**config.mk**
```make
export PLATFORM = sky130hd
export DESIGN_NAME = tilt_flip_activation_controller
export DESIGN_NICKNAME = d
export VERILOG_FILES = /design/src/design/tfac_pkg.sv /design/src/design/tilt_flip_activation_controller.sv /design/src/design/tfac_cfg_regs.sv /design/src/design/tfac_history.sv
export VERILOG_INCLUDE_DIRS = /design/src /design/src/design
export SDC_FILE = /design/constraint.sdc
export NUM_CORES = 1
export LEC_CHECK = 0
export ABC_AREA = 1
export ABC_CLOCK_PERIOD_IN_PS = 15350
export BUFFER_PORTS_ARGS = -buffer_cell sky130_fd_sc_hd__buf_2
export CAP_MARGIN = 20
export CORE_ASPECT_RATIO = 0.6
export CORE_MARGIN = 2
export CORE_UTILIZATION = 30
export CTS_BUF_LIST = sky130_fd_sc_hd__clkbuf_4
export DETAILED_ROUTE_END_ITERATION = 12
export SLEW_MARGIN = 20
export SYNTH_ARGS = -nofsm -noshare
export SYNTH_HDL_FRONTEND = slang
export SYNTH_SLANG_ARGS = --single-unit
```
**constraint.sdc**
```tcl
create_clock -name i_clk -period 15.35 [get_ports i_clk]
set_input_delay 3.07 -clock i_clk [delete_from_list [all_inputs] [get_ports i_clk]]
set_output_delay 3.07 -clock i_clk [all_outputs]
set_load 0.005 [all_outputs]
```
**src/design/tilt_flip_activation_controller_assert.svh**
```systemverilog
// Assertion macros for the tilt flip activation controller.
// Used by the top level; no other dependencies.
`ifndef TILT_FLIP_ACTIVATION_CONTROLLER_ASSERT_SVH
`define TILT_FLIP_ACTIVATION_CONTROLLER_ASSERT_SVH
`ifndef ASSERT_OFF
// same-cycle implication
`define TFAC_ASSERT_NOW(label, clk, rst_n, ante, cons) \
    label: assert property (@(posedge clk) disable iff (!(rst_n)) (ante) |-> (cons)) \
        else $error("tfac assertion failed");
// next-cycle implication
`define TFAC_ASSERT_NEXT(label, clk, rst_n, ante, cons) \
    label: assert property (@(posedge clk) disable iff (!(rst_n)) (ante) |=> (cons)) \
        else $error("tfac assertion failed");
`else
`define TFAC_ASSERT_NOW(label, clk, rst_n, ante, cons)
`define TFAC_ASSERT_NEXT(label, clk, rst_n, ante, cons)
`endif
`endif

```
**src/design/tfac_pkg.sv**
```systemverilog
// Shared types and codes for the tilt flip activation controller.
// No dependencies.
`timescale 1ns / 1ps

package tfac_pkg;

    localparam int CFG_IDX_W  = 3;
    localparam int CFG_DATA_W = 16;
    localparam int TIME_W     = 32;

    // configuration register indexes
    localparam logic [CFG_IDX_W-1:0] CFG_FLIP_WINDOW_MIN   = 3'd0;
    localparam logic [CFG_IDX_W-1:0] CFG_REARM_WINDOW_MAX  = 3'd1;
    localparam logic [CFG_IDX_W-1:0] CFG_ENROLL_WINDOW_MAX = 3'd2;
    localparam logic [CFG_IDX_W-1:0] CFG_SLEEP_TIMEOUT     = 3'd3;
    localparam logic [CFG_IDX_W-1:0] CFG_KEEP_ACTIVE_TIME  = 3'd4;
    localparam logic [CFG_IDX_W-1:0] CFG_COUNTDOWN_START   = 3'd5;

    // mode actions
    localparam logic [3:0] MODE_NONE             = 4'd0;
    localparam logic [3:0] MODE_ENTERED_UP_WORK  = 4'd1;
    localparam logic [3:0] MODE_ENTERING_UP      = 4'd2;
    localparam logic [3:0] MODE_UP_ACTIVE        = 4'd3;
    localparam logic [3:0] MODE_UP_SLEEP         = 4'd4;
    localparam logic [3:0] MODE_KEEP_ACTIVE      = 4'd5;
    localparam logic [3:0] MODE_ENTERING_DOWN    = 4'd6;
    localparam logic [3:0] MODE_ENTERED_DOWN     = 4'd7;
    localparam logic [3:0] MODE_DOWN_SLEEP       = 4'd8;

    // background steps
    localparam logic [1:0] BG_NONE   = 2'd0;
    localparam logic [1:0] BG_WARN   = 2'd1;
    localparam logic [1:0] BG_REINIT = 2'd2;

    // flag writes
    localparam logic [1:0] FW_NONE  = 2'd0;
    localparam logic [1:0] FW_CLEAR = 2'd1;
    localparam logic [1:0] FW_SET   = 2'd2;

    localparam logic [TIME_W-1:0] FLIP_TIME_RESET = 32'hFFFF_FF9C;

    typedef struct packed {
        logic [7:0]  flip_window_min;
        logic [7:0]  rearm_window_max;
        logic [7:0]  enroll_window_max;
        logic [15:0] sleep_timeout;
        logic [15:0] keep_active_time;
        logic [1:0]  countdown_start;
    } t_cfg;

    typedef struct packed {
        logic push;
        logic clear;
    } t_hist_ctrl;

endpackage

```
**src/design/tilt_flip_activation_controller.sv**
```systemverilog
// Channel   Direction  Signals
// poll      in         i_valid / o_stall, i_switch_open ... i_stored_enrolled
// result    out        o_valid / i_stall, o_mode_action ... o_inverted_now
// config    in         i_cfg_valid / o_cfg_ready, i_cfg_index, i_cfg_data
//
// One poll per cycle sustained while the result is not stalled; a poll passes the
// input register, then the decision logic and state update into the result register.
// Reset (synchronous, active low) clears flags, timer, countdown and loads the
// flip history with -100 and the config registers with their defaults.
// A stalled result holds; the input register keeps taking polls until it too
// is full. Config writes are always ready.
// Depends on tfac_pkg, tfac_cfg_regs, tfac_history and the assertion header.
`timescale 1ns / 1ps
`include "tilt_flip_activation_controller_assert.svh"

module tilt_flip_activation_controller #(
    parameter int HISTORY_DEPTH = 5
) (
    input  logic                            i_clk,
    input  logic                            i_rst_n,
    input  logic                            i_valid,
    output logic                            o_stall,
    input  logic                            i_switch_open,
    input  logic                            i_switch_open_confirm,
    input  logic [31:0]                     i_now_seconds,
    input  logic                            i_stored_enrolled,
    output logic                            o_valid,
    input  logic                            i_stall,
    output logic [3:0]                      o_mode_action,
    output logic                            o_entered_down_work,
    output logic                            o_short_beep,
    output logic [1:0]                      o_background_step,
    output logic [1:0]                      o_flag_write,
    output logic                            o_active_now,
    output logic                            o_inverted_now,
    input  logic                            i_cfg_valid,
    output logic                            o_cfg_ready,
    input  logic [tfac_pkg::CFG_IDX_W-1:0]  i_cfg_index,
    input  logic [tfac_pkg::CFG_DATA_W-1:0] i_cfg_data
);

    tfac_pkg::t_cfg       cfg;
    tfac_pkg::t_hist_ctrl hist_ctrl;
    logic signed [31:0]   span;

    // input register
    logic        r_in_valid;
    logic        r_in_open;
    logic        r_in_confirm;
    logic [31:0] r_in_now;
    logic        r_in_enrolled;

    // block state
    logic        r_active, n_active;
    logic        r_inverted, n_inverted;
    logic [31:0] r_last_up, n_last_up;
    logic [1:0]  r_countdown, n_countdown;

    // result register
    logic        r_out_valid;
    logic [3:0]  r_mode, n_mode;
    logic        r_down_work, n_down_work;
    logic        r_beep, n_beep;
    logic [1:0]  r_bg, n_bg;
    logic [1:0]  r_fw, n_fw;
    logic        r_active_now;
    logic        r_inverted_now;

    logic fire;
    logic accept;
    logic span_above_min;
    logic rearm_ok;
    logic enroll_ok;
    logic [31:0] sleep_at;
    logic [31:0] keep_until;

    assign o_cfg_ready = 1'b1;

    tfac_cfg_regs u_cfg_regs (
        .i_clk      (i_clk),
        .i_rst_n    (i_rst_n),
        .i_wr_en    (i_cfg_valid),
        .i_wr_index (i_cfg_index),
        .i_wr_data  (i_cfg_data),
        .o_cfg      (cfg)
    );

    tfac_history #(
        .DEPTH (HISTORY_DEPTH)
    ) u_history (
        .i_clk   (i_clk),
        .i_rst_n (i_rst_n),
        .i_ctrl  (hist_ctrl),
        .i_now   (r_in_now),
        .o_span  (span)
    );

    assign fire    = r_in_valid && (!r_out_valid || !i_stall);
    assign o_stall = r_in_valid && !fire;
    assign accept  = i_valid && !o_stall;

    assign span_above_min = span > $signed({24'd0, cfg.flip_window_min});
    assign rearm_ok       = span_above_min && (span < $signed({24'd0, cfg.rearm_window_max}));
    assign enroll_ok      = span_above_min && (span < $signed({24'd0, cfg.enroll_window_max}));
    assign sleep_at       = r_last_up + {16'd0, cfg.sleep_timeout};
    assign keep_until     = r_last_up + {16'd0, cfg.keep_active_time};

    always_comb begin
        n_active     = r_active;
        n_inverted   = r_inverted;
        n_last_up    = r_last_up;
        n_countdown  = r_countdown;
        n_mode       = tfac_pkg::MODE_NONE;
        n_down_work  = 1'b0;
        n_beep       = 1'b0;
        n_bg         = tfac_pkg::BG_NONE;
        n_fw         = tfac_pkg::FW_NONE;
        hist_ctrl    = '0;

        if (r_in_open) begin
            if (r_inverted) begin
                // flip to upright counts only if the re-read agrees
                if (r_in_confirm) begin
                    hist_ctrl.push = fire;
                    n_inverted     = 1'b0;
                    if (r_in_enrolled) begin
                        n_active = 1'b1;
                        if (rearm_ok) begin
                            n_countdown     = cfg.countdown_start;
                            hist_ctrl.clear = fire;
                        end
                    end else if (enroll_ok) begin
                        n_fw            = tfac_pkg::FW_SET;
                        hist_ctrl.clear = fire;
                    end else begin
                        n_active = 1'b0;
                    end
                    n_mode = n_active ? tfac_pkg::MODE_ENTERED_UP_WORK
                                      : tfac_pkg::MODE_ENTERING_UP;
                end
            end else begin
                if (r_active) begin
                    n_mode = tfac_pkg::MODE_UP_ACTIVE;
                    if (r_countdown != 2'd0) begin
                        n_bg        = (r_countdown > 2'd1) ? tfac_pkg::BG_WARN
                                                           : tfac_pkg::BG_REINIT;
                        n_countdown = r_countdown - 2'd1;
                    end
                end else begin
                    n_mode = tfac_pkg::MODE_UP_SLEEP;
                end
                n_last_up = r_in_now;
            end
        end else begin
            n_beep = !r_inverted;
            if (r_active) begin
                n_down_work = !r_inverted;
                if (sleep_at < r_in_now) begin
                    n_active = 1'b0;
                    n_fw     = tfac_pkg::FW_CLEAR;
                    n_mode   = tfac_pkg::MODE_ENTERED_DOWN;
                end else if (keep_until > r_in_now) begin
                    n_mode = tfac_pkg::MODE_KEEP_ACTIVE;
                end else begin
                    n_mode = tfac_pkg::MODE_ENTERING_DOWN;
                end
            end else begin
                n_mode = tfac_pkg::MODE_DOWN_SLEEP;
            end
            n_inverted = 1'b1;
        end
    end

    // control registers
    always_ff @(posedge i_clk) begin
        if (!i_rst_n) begin
            r_in_valid  <= 1'b0;
            r_out_valid <= 1'b0;
            r_active    <= 1'b0;
            r_inverted  <= 1'b0;
            r_last_up   <= '0;
            r_countdown <= '0;
        end else begin
            if (accept) begin
                r_in_valid <= 1'b1;
            end else if (fire) begin
                r_in_valid <= 1'b0;
            end
            if (fire) begin
                r_out_valid <= 1'b1;
                r_active    <= n_active;
                r_inverted  <= n_inverted;
                r_last_up   <= n_last_up;
                r_countdown <= n_countdown;
            end else if (!i_stall) begin
                r_out_valid <= 1'b0;
            end
        end
    end

    // payload registers
    always_ff @(posedge i_clk) begin
        if (accept) begin
            r_in_open     <= i_switch_open;
            r_in_confirm  <= i_switch_open_confirm;
            r_in_now      <= i_now_seconds;
            r_in_enrolled <= i_stored_enrolled;
        end
        if (fire) begin
            r_mode         <= n_mode;
            r_down_work    <= n_down_work;
            r_beep         <= n_beep;
            r_bg           <= n_bg;
            r_fw           <= n_fw;
            r_active_now   <= n_active;
            r_inverted_now <= n_inverted;
        end
    end

    assign o_valid             = r_out_valid;
    assign o_mode_action       = r_mode;
    assign o_entered_down_work = r_down_work;
    assign o_short_beep        = r_beep;
    assign o_background_step   = r_bg;
    assign o_flag_write        = r_fw;
    assign o_active_now        = r_active_now;
    assign o_inverted_now      = r_inverted_now;

    `TFAC_ASSERT_NEXT(a_no_drop, i_clk, i_rst_n, r_in_valid && !fire, r_in_valid)
    `TFAC_ASSERT_NEXT(a_down_sets_inverted, i_clk, i_rst_n, fire && !r_in_open, r_inverted)
    `TFAC_ASSERT_NOW(a_bg_only_up_active, i_clk, i_rst_n,
        o_valid && o_background_step != tfac_pkg::BG_NONE,
        o_mode_action == tfac_pkg::MODE_UP_ACTIVE)
    `TFAC_ASSERT_NOW(a_enroll_on_flip, i_clk, i_rst_n,
        o_valid && o_flag_write == tfac_pkg::FW_SET,
        o_mode_action == tfac_pkg::MODE_ENTERED_UP_WORK ||
        o_mode_action == tfac_pkg::MODE_ENTERING_UP)

endmodule

```
**src/design/tfac_cfg_regs.sv**
```systemverilog
// Configuration register file for the tilt flip activation controller.
// Depends on tfac_pkg.
`timescale 1ns / 1ps

module tfac_cfg_regs (
    input  logic                              i_clk,
    input  logic                              i_rst_n,
    input  logic                              i_wr_en,
    input  logic [tfac_pkg::CFG_IDX_W-1:0]    i_wr_index,
    input  logic [tfac_pkg::CFG_DATA_W-1:0]   i_wr_data,
    output tfac_pkg::t_cfg                    o_cfg
);

    tfac_pkg::t_cfg r_cfg;
    tfac_pkg::t_cfg n_cfg;

    always_comb begin
        n_cfg = r_cfg;
        if (i_wr_en) begin
            case (i_wr_index)
                tfac_pkg::CFG_FLIP_WINDOW_MIN:   n_cfg.flip_window_min   = i_wr_data[7:0];
                tfac_pkg::CFG_REARM_WINDOW_MAX:  n_cfg.rearm_window_max  = i_wr_data[7:0];
                tfac_pkg::CFG_ENROLL_WINDOW_MAX: n_cfg.enroll_window_max = i_wr_data[7:0];
                tfac_pkg::CFG_SLEEP_TIMEOUT:     n_cfg.sleep_timeout     = i_wr_data;
                tfac_pkg::CFG_KEEP_ACTIVE_TIME:  n_cfg.keep_active_time  = i_wr_data;
                tfac_pkg::CFG_COUNTDOWN_START:   n_cfg.countdown_start   = i_wr_data[1:0];
                default: ;
            endcase
        end
    end

    always_ff @(posedge i_clk) begin
        if (!i_rst_n) begin
            r_cfg.flip_window_min   <= 8'd8;
            r_cfg.rearm_window_max  <= 8'd24;
            r_cfg.enroll_window_max <= 8'd12;
            r_cfg.sleep_timeout     <= 16'd900;
            r_cfg.keep_active_time  <= 16'd15;
            r_cfg.countdown_start   <= 2'd3;
        end else begin
            r_cfg <= n_cfg;
        end
    end

    assign o_cfg = r_cfg;

endmodule

```
**src/design/tfac_history.sv**
```systemverilog
// Flip time history: shift line of upright flip times and burst span.
// Depends on tfac_pkg.
`timescale 1ns / 1ps

module tfac_history #(
    parameter int DEPTH = 5
) (
    input  logic                            i_clk,
    input  logic                            i_rst_n,
    input  tfac_pkg::t_hist_ctrl            i_ctrl,
    input  logic [tfac_pkg::TIME_W-1:0]     i_now,
    output logic signed [tfac_pkg::TIME_W-1:0] o_span
);

    logic [tfac_pkg::TIME_W-1:0] r_flip [DEPTH];
    logic [tfac_pkg::TIME_W-1:0] n_flip [DEPTH];

    // span after the push: new newest is now, new oldest is entry 1
    assign o_span = $signed(i_now - r_flip[1]);

    always_comb begin
        for (int i = 0; i < DEPTH; i++) begin
            n_flip[i] = r_flip[i];
        end
        if (i_ctrl.push) begin
            for (int i = 0; i < DEPTH - 1; i++) begin
                n_flip[i] = r_flip[i+1];
            end
            n_flip[DEPTH-1] = i_now;
        end
        if (i_ctrl.clear) begin
            for (int i = 0; i < DEPTH; i++) begin
                n_flip[i] = '0;
            end
        end
    end

    always_ff @(posedge i_clk) begin
        if (!i_rst_n) begin
            for (int i = 0; i < DEPTH; i++) begin
                r_flip[i] <= tfac_pkg::FLIP_TIME_RESET;
            end
        end else begin
            for (int i = 0; i < DEPTH; i++) begin
                r_flip[i] <= n_flip[i];
            end
        end
    end

endmodule

```
==> reports/metrics.yaml, run 1 <==
setup_violations: 0
vias: 13500
cts.sinks: 271
hold_path_startpoint: "u_cfg_regs.o_cfg[43]"
layout-drive-gt1-share_pct: 9.73
clock_path_buffers: 3
die_h_um: 185
rsz0062_at_grt: "false"
cp.required_ns: 12.28
viasPerCell: 4.60
final_util_pct: 33.9
drc_errors: 0
r2r_setup_slack_ns: 9.98
grt_pass1_wl_mm: 69.4
cts-htree-levels: 3
clockRootBuffer: "clkbuf_4"
cts_tree: "done"
finalClockSkew_ns: 0.0835
synth_edf_count: 175
avgSynthCellArea_um2: 7.94
rr_endpoint: "o_mode_action[0]"
critPathLaunch: "i_stall"
worstSetupPathType: "input port to output port"
finalInstanceArea_mm2: 0.0184
fillers: 5754
async_reset_ff_share_pct: 0
core_area_mm2: 0.0542
syn_area_mm2: 0.0164
routabilityCongestion: 0.907
clkTransAtPathRegs_ns: 0.06
cts_setup_buffers: 0
total_power_mw: 1.74
syn_inst: 2071
finalSetupTns_ns: 0
die_w_um: 306
setup.worst_path.start_class: "input port"
clkLatencyLatePin_ns: 0.80
grtUsageTotal_pct: 15.7
slew_violations: 0
postRouteWirelength_mm: 43.9
synth-seq-area-share_pct: 43.7
r2r_cells: 24
crit_path_end_kind: "output port"
postCtsHoldBufs: 0
multiInputGateArea_mm2: 0.00785
final_cell_count_no_fill: 2936
max_freq_mhz: 153
grt_max_degree: 108
yosys_most_used_dff: "edfxtp_1"
cts_resized: 0
dpl_cell_area_mm2: 0.0175
r2r_start: "r_last_up[1]"
worst_slew_pin_slew_ns: 1.03
post-route-min-period_ns: 6.54
hpwl_mm: 32.6
die_area_mm2: 0.0567
synth_seq_cells: 271
drtIter0Drc: 1140
area_delta_synth_final_pct: 11.7
antenna_found_initial: 2
pin_count: 74
antenna_left: 0
nets: 2380
crit_arrival_ns: 3.47
hold_class: "flop to flop"
seq_area_mm2: 0.00718
port_buffers: 72
rows: 66
syn_nets: 2283
ys_types: 47
pre_cts_ws_ns: 8.81
grt_pass1_vias: 12700
ys_warn_count: 0
hold_viol_final: 0
power_per_cell_area_mw_per_mm2: 94.6
hold_ws_ns: 0.462
setup_slack_ns: 8.81
min_period_over_period_pct: 42.6
crit_end: "o_stall"
initial_utilization_pct: 30.3
cts_buffers: 68
ir_worst_vdd_uv: 54.0
outcome: "completed"
p_leak_nw: 9.06
placed_cells: 2812
cp_max_fo: 3
cap_violations: 0
overflow: 0
maxSlewHeadroom_pct: 31.3
wl_per_cell_um: 14.9
dr.pass1.iters: 5
Yosys cell counts, drive strengths merged (18+ instances only):
cell type | number | area (um2)
a21oi | 141 | 709
clkbuf | 38 | 143
dfxtp | 96 | 1920
edfxtp | 175 | 5260
ha | 150 | 1880
inv | 301 | 1130
nand2 | 643 | 2430
nand3 | 65 | 343
nor2 | 183 | 704
o21ai | 105 | 529
xnor2 | 18 | 158
xor2 | 54 | 473
final cells by class:
type | count | area share, %
Multi-Input combinational cell | 1444 | 42.8
Tap cell | 714 | 4.87
Antenna cell | 2 | 0.0273
Inverter | 303 | 6.19
Clock inverter | 25 | 0.763
Sequential cell | 271 | 39.1
Timing Repair Buffer | 80 | 2.32
Clock buffer | 97 | 3.97
sequential cells by signal, summed over array words and instances, names as in the netlist:
signal               flops
o_short_beep             1
r_active                 1
o_inverted_now           1
o_mode_action            4
r_in_valid               1
u_history.r_flip       128
o_entered_down_work      1
r_last_up               32
o_background_step        2
o_valid                  1
r_in_confirm             1
u_cfg_regs.o_cfg        58
r_in_now                32
r_in_open                1
r_countdown              2
o_flag_write             2
r_in_enrolled            1
r_inverted               1
o_active_now             1
metal layers:
layer  global-route usage, %  wire (um)  vias up
met5                       0          0        -
met4                    3.88        674        0
met3                    3.73       3250       66
met2                    20.4      16000      377
met1                    25.1      23900     6163
li1                        -          -     6912
power by group:
group          leakage (nW)  switching [mW]  internal [mW]
clock                 0.517           0.330          0.312
combinational          6.21           0.170         0.0918
sequential             2.34          0.0234          0.811
cell families (layout without fill, tap and decap cells):
| logic type | after synthesis | count (layout) | synth area share, % |
|---|---|---|---|
| compound gates | 285 | 285 | 9.33 |
| xor+xnor | 72 | 72 | 3.84 |
| fa+ha+maj | 153 | 153 | 11.8 |
| buf+inv | 356 | 505 | 8.67 |
| flops | 271 | 271 | 43.7 |
| other cells | 1 | 3 | 0.0228 |
| simple gates | 933 | 933 | 22.7 |
worst max-delay path, cell delays in order:
cell and delay, ns:
buf_2 0.08, nand2_1 0.08, nor2_1 0.12, buf_2 0.13
worst min path at each step:
stage	endpoint	slack, ns	cells after the start
after floorplan	u_cfg_regs.o_cfg[1]	0.43	2
after detailed placement	r_countdown[1]	0.45	2
after global routing	o_valid	0.49	2
after global placement	r_countdown[1]	0.45	2
after CTS	u_cfg_regs.o_cfg[43]	0.46	2
final	u_cfg_regs.o_cfg[43]	0.46	2
layout by cell type, fill, tap and decap left out, drive strengths merged, types with 11 or more instances in the layout:
cell,count
a21oi,141
buf,80
clkbuf,97
clkinv,23
dfxtp,96
edfxtp,175
ha,150
inv,303
nand2,643
nand3,65
nand4,11
nor2,183
nor3,17
o21ai,105
xnor2,18
xor2,54
Power figures use the tool's default switching activity.
==> run 2: changes to the inputs <==
Settings changed: ABC_AREA 1 to 0, ABC_CLOCK_PERIOD_IN_PS 15350 to 5410.
Clock period 15.35 ns to 5.41 ns, I/O delays scaled along.
==> reports/metrics.yaml, run 2 <==
yosys.area.top_type: "edfxtp_1"
syn_nets: 1854  # -19%
crit_slowest_cell: "fa_1"
p_leak_nw: 7.41  # -18%
top_register: "u_history.r_flip"
setup_violations: 0  # unchanged
ys_warn_count: 0  # unchanged
clockRootBuffer: "clkbuf_4"
worst_slew_pin_slew_ns: 0.838  # -0.193 ns
combPwrFrac_pct: 13.1  # -2.0 points
drtIter0Drc: 1178  # +3.3%
cap_violations: 0  # unchanged
setup.worst_path.start_class: "flop"
core_area_mm2: 0.0525  # -3.2%
antenna_left: 0  # unchanged
cts_buffers: 72  # +5.9%
clock_path_buffers: 3  # unchanged
crit_arrival_ns: 5.62  # +2.15 ns
final_common_cell: "nand2_1"
area_delta_synth_final_pct: 12.7
synth-seq-area-share_pct: 45.2  # +1.5 points
crit_top_cell: "a21oi_1"
slew_violations: 0  # unchanged
synth_area_leaders: "edfxtp_1 (33%), dfxtp_1 (12%), ha_1 (12%)"
die_h_um: 182  # -1.6%
grt_pass1_vias: 11600  # -8.6%
pwr-share-seq_pct: 47.7  # -0.3 points
whs_path_depth: 2  # unchanged
grt_max_degree: 65  # -40%
routabilityCongestion: 0.894  # -1.4%
r2r_cells: 25  # +4.2%
post-route-min-period_ns: 5.08
rows: 65  # -1.5%
cts.sinks: 271  # unchanged
maxSlewHeadroom_pct: 44.1  # +13 points
grt_pass1_wl_mm: 69.1  # -0.45%
layout-drive-gt1-share_pct: 13.2  # +3.4 points
antenna_found_initial: 1  # -1
hold_viol_final: 0  # unchanged
rsz0062_at_grt: "false"
drc_errors: 0  # unchanged
outcome: "completed"
async_reset_ff_share_pct: 0  # unchanged
pin_count: 74  # unchanged
finalSetupTns_ns: 0  # unchanged
syn_inst: 1642  # -21%
dr.pass1.iters: 6  # +1
grtUsageTotal_pct: 16.5  # +0.79 points
max_freq_mhz: 197
synth_seq_cells: 271  # unchanged
ir_worst_vdd_uv: 116  # +110%
final_util_pct: 34.1  # +0.24 points
port_buffers: 72  # unchanged
switching_power_mw: 1.40  # +170%
worstSetupPathType: "flop to flop"
intPower_mw: 3.56  # +190%
ys_types: 73  # +55%
cts_setup_buffers: 0  # unchanged
layout_common_cells: "nand2_1 (231), a21oi_1 (176), edfxtp_1 (175)"
postRouteWirelength_mm: 45.8  # +4.3%
synth_edf_count: 175  # unchanged
yosys-top-cells-count: "nand2_1 (232), a21oi_1 (176), edfxtp_1 (175)"
p_clk_share_pct: 39.3  # +2.4 points
nets: 1939  # -19%
cp_max_fo: 3  # unchanged
clkLatencyLatePin_ns: 0.80  # about the same
overflow: 0  # unchanged
yosysMostFrequentCell: "nand2_1"
postCtsHoldBufs: 0  # unchanged
clkTransAtPathRegs_ns: 0.07  # about the same
cts-htree-levels: 3  # unchanged
cts_tree: "done"
yosys_most_used_dff: "edfxtp_1"
die_w_um: 301  # -1.7%
die_area_mm2: 0.0549  # -3.3%
wl_per_cell_um: 18.4  # +23%
syn_area_mm2: 0.0159  # -3.3%
min_period_over_period_pct: 94.0
crit_path_end_kind: "flop"
synth_top_area_share_pct: 33.1  # +1.1 points
finalClockSkew_ns: 0.0807  # -0.00277 ns
hold_class: "flop to flop"
avgSynthCellArea_um2: 9.68  # +22%
vias: 12800  # -5.5%
hpwl_mm: 33.8  # +3.6%
viasPerCell: 5.13  # +12%
cp.required_ns: 5.94  # -6.34 ns
power_per_cell_area_mw_per_mm2: 277  # +190%
switching_share_pct: 28.2  # -1.9 points
initial_utilization_pct: 30.3  # -0.055 points
slowest_delay_ns: 0.41  # +0.28 ns
largest_reg_flops: 128  # unchanged
## run 2: changes by cell type in the layout (fill, tap and decap cells not counted), moves of 15 or more
| cell | before | now |
|---|---|---|
| a21o_1 | 4 | 117 |
| a21oi_1 | 140 | 176 |
| and3_1 | 1 | 25 |
| inv_1 | 292 | 113 |
| nand2_1 | 638 | 231 |
| nand2b_1 | 0 | 17 |
| nand3_1 | 63 | 47 |
| nand4_1 | 11 | 32 |
| nor2_1 | 175 | 65 |
| nor2b_1 | 0 | 15 |
| o21ai_0 | 97 | 40 |
| xnor2_1 | 18 | 54 |
| xor2_1 | 54 | 22 |
## run 2: layout make-up
type | instances | area, um2
fillers | 5325 | 34600
multi-input cells | 1181 | 7950
flip-flops and latches | 271 | 7180
repair buffers | 87 | 498
inverters | 114 | 430
well taps | 703 | 880
diodes | 2 | 5.00
clock buffers | 110 | 826
clock inverters | 21 | 140
## run 2: cells by family (layout without fill, tap and decap cells)
family | count (synthesis) | in the layout | synth area share (%)
adder cells (fa/ha/maj) | 153 | 153 | 12.2
XOR/XNOR | 76 | 76 | 4.19
buffers and inverters | 190 | 332 | 5.10
AO/OA/AOI/OAI | 450 | 450 | 18.3
multiplexers | 7 | 7 | 0.441
AND/OR/NAND/NOR | 494 | 494 | 14.5
flip-flops | 271 | 271 | 45.2
other | 1 | 3 | 0.0236
## run 2: worst paths after layout
path / startpoint / end / slack, ns
worst max-delay path: r_last_up[0] / o_active_now / 0.33
worst min-delay path: u_cfg_regs.o_cfg[52] / u_cfg_regs.o_cfg[52] / 0.46
worst max register to register: r_last_up[0] / o_active_now / 0.33
worst min register to register: u_cfg_regs.o_cfg[52] / u_cfg_regs.o_cfg[52] / 0.46
## run 2: power by group through the flow
stage | Sequential (mW) | Clock, mW | Combinational [mW]
finish | 2.37 | 1.95 | 0.648
global placement | 2.41 | 0 | 0.617
detailed placement | 2.41 | 0 | 0.633
global route | 2.37 | 2.11 | 0.719
CTS | 2.36 | 2.00 | 0.638
floorplan | 2.37 | 0 | 0.447
## run 2: worst max-delay path, delay by kind of cell, from the launching register on
| kind | cells | cell delay (ns) |
|---|---|---|
| and+or+nand+nor | 5 | 0.42 |
| DFF | 1 | 0.34 |
| AOI/OAI and AO/OA | 16 | 3.01 |
| xor gates and xnor gates | 1 | 0.14 |
| adders and majority gates | 3 | 0.93 |
## run 2: through the flow
stage          cell area (um2)  worst slack [ns]  total power, mW  hold WS [ns]  std cells
2_1_floorplan            15900             0.530             2.82         0.436       1642
3_3_place_gp             16900             0.257             3.02         0.444       2356
3_5_place_dp             16900             0.155             3.04         0.448       2356
4_1_cts                  17900             0.178             5.00         0.399       2487
5_1_grt                  17900            0.0184             5.20         0.400       2489
6_report                 17900             0.327             4.96         0.458       2489
## run 2: timing repair
action,CTS,global route
endpoints found under the setup margin,0,5
resized for setup,0,6
hold endpoints to repair,0,0
## run 2: layer usage
metal | up-vias | track usage (%) | wire (um)
li1 | 6111 | - | -
met4 | 0 | 4.26 | 976
met5 | - | 0 | 0
met1 | 6038 | 26.7 | 23300
met3 | 84 | 4.25 | 4430
met2 | 545 | 20.8 | 17100
==> run 3: changes to the inputs <==
Settings changed: CTS_BUF_LIST sky130_fd_sc_hd__clkbuf_4 to sky130_fd_sc_hd__clkbuf_4 sky130_fd_sc_hd__clkbuf_8, TNS_END_PERCENT set to 100.
==> reports/metrics.yaml, run 3 (synthesized netlist as in run 2, its figures left out) <==
max_freq_mhz: 196  # -0.22%
grt_max_degree: 65  # unchanged
worst_slew_pin_slew_ns: 0.806  # -0.0325 ns
hpwl_mm: 33.8  # unchanged
cts_setup_buffers: 0  # unchanged
switching_share_pct: 27.8  # -0.38 points
cap_violations: 0  # unchanged
hold_class: "flop to flop"
layout-drive-gt1-share_pct: 11.2  # -2.0 points
final_common_cell: "nand2_1"
die_area_mm2: 0.0549  # unchanged
dr.pass1.iters: 7  # +1
grt_pass1_wl_mm: 68.7  # -0.60%
setup.worst_path.start_class: "flop"
cts-htree-levels: 2  # -1
p_leak_nw: 7.32  # -1.1%
antenna_found_initial: 0  # -1
vias: 12600  # -1.2%
hold_viol_final: 0  # unchanged
crit_arrival_ns: 5.45  # -0.17 ns
setup_violations: 0  # unchanged
largest_reg_flops: 128  # unchanged
top_register: "u_history.r_flip"
grtUsageTotal_pct: 16.2  # -0.26 points
postCtsHoldBufs: 0  # unchanged
slew_violations: 0  # unchanged
drtIter0Drc: 1200  # +1.9%
switching_power_mw: 1.37  # -2.4%
core_area_mm2: 0.0525  # unchanged
viasPerCell: 5.17  # +0.79%
fillers: 5324  # -0.019%
postRouteWirelength_mm: 45.6  # -0.47%
clockRootBuffer: "clkbuf_8"
n_antenna_cell: 0  # -2
pre_cts_ws_ns: 0.155  # unchanged
rsz0062_at_grt: "false"
cts_tree: "done"
die_w_um: 301  # unchanged
cp_max_fo: 3  # unchanged
finalSetupTns_ns: 0  # unchanged
initial_utilization_pct: 30.3  # unchanged
crit_top_cell: "a21oi_1"
dpl_cell_area_mm2: 0.0169  # unchanged
layout_common_cells: "nand2_1 (231), a21oi_1 (176), edfxtp_1 (175)"
cts_buffers: 46  # -36%
routabilityCongestion: 0.894  # unchanged
min_period_over_period_pct: 94.2  # +0.21 points
wl_per_cell_um: 18.7  # +1.5%
port_buffers: 72  # unchanged
clkLatencyLatePin_ns: 0.61  # -0.19 ns
cp_num_buf_inv: 0  # unchanged
cpLargestDelayFamily: "compound AO/OA/AOI/OAI gates"
rows: 65  # unchanged
slowest_delay_ns: 0.41  # about the same
pwr-share-seq_pct: 48.2  # +0.5 points
clock_path_buffers: 3  # unchanged
setup_slack_ns: 0.315  # -0.0114 ns
outcome: "completed"
placed_cells: 2356  # unchanged
crit_slowest_cell: "fa_1"
drc_errors: 0  # unchanged
area_delta_synth_final_pct: 12.5
finalClockSkew_ns: 0.0283  # -0.0524 ns
power_per_cell_area_mw_per_mm2: 275  # -0.86%
clkTransAtPathRegs_ns: 0.06  # about the same
finalInstanceArea_mm2: 0.0179  # -0.18%
combPwrFrac_pct: 13.2  # about the same
p_clk_share_pct: 38.6  # -0.7 points
cts.sinks: 271  # unchanged
crit_path_end_kind: "flop"
ir_worst_vdd_uv: 130  # +12%
intPower_mw: 3.54  # -0.52%
grt_pass1_vias: 11400  # -1.8%
maxSlewHeadroom_pct: 46.3  # +2.2 points
nets: 1913  # -1.3%
cp.required_ns: 5.77  # -0.17 ns
final_cell_count_no_fill: 2441  # -1.9%
pin_count: 74  # unchanged
post-route-min-period_ns: 5.09  # +0.0114 ns
die_h_um: 182  # unchanged
worstSetupPathType: "flop to flop"
antenna_left: 0  # unchanged
overflow: 0  # unchanged
-- run 3: changes by cell type in the layout (fill, tap and decap cells not counted), sizes merged --
cell      change
clkinv        -3
inv           -1
clkinvlp      +2
bufinv        -2
diode         -2
clkbuf       -42
-- run 3: power groups by stage --
stage               clock, mW  sequential, mW  combinational [mW]
global placement            0            2.41               0.617
floorplan                   0            2.37               0.447
finish                   1.89            2.37               0.648
CTS                      1.95            2.37               0.638
detailed placement          0            2.41               0.633
global route             2.04            2.37               0.719
-- run 3: area by class of cell --
| class | instances | area, um2 | share of cell area [%] |
|---|---|---|---|
| clock buffer | 68 | 842 | 4.71 |
| clock inverter | 17 | 96.3 | 0.539 |
| inverter | 114 | 430 | 2.41 |
| multi-input combinational | 1181 | 7950 | 44.5 |
| sequential | 271 | 7180 | 40.2 |
| tap | 703 | 880 | 4.92 |
| timing repair buffer | 87 | 498 | 2.79 |
-- run 3: final timing paths --
| kind | from | end | slack (ns) | cells after the start |
|---|---|---|---|---|
| worst max register to register | r_last_up[0] | o_active_now | 0.32 | 25 |
| worst min register to register | u_cfg_regs.o_cfg[43] | u_cfg_regs.o_cfg[43] | 0.46 | 2 |
| worst max-delay path | r_last_up[0] | o_active_now | 0.32 | 25 |
| worst min-delay path | u_cfg_regs.o_cfg[43] | u_cfg_regs.o_cfg[43] | 0.46 | 2 |
-- run 3: metal layers --
layer	GRT usage, %	part of all wire (%)	vias to the layer above
li1	-	-	6020
met1	26.7	51	6086
met2	20.9	38	459
met3	3.35	8.7	65
met4	3.74	1.9	0
met5	0	0	-
-- run 3: stage by stage --
step	hold WS (ns)	power [mW]	utilization, %
floorplan	0.436	2.82	-
global placement	0.444	3.02	32.2
detailed placement	0.448	3.04	32.2
CTS	0.457	4.95	34.0
global route	0.479	5.13	34.1
finish	0.457	4.91	34.1
-- run 3: what timing repair did --
item,4_1_cts,5_1_grt
setup endpoints to repair,0,5
resized for setup,0,6
hold endpoints to repair,0,0
-- run 3: tightest hold or removal path, cell delays in order (launching register included) --
cell and delay, ns:
dfxtp_1 0.31, nand2_1 0.05, a21oi_1 0.05
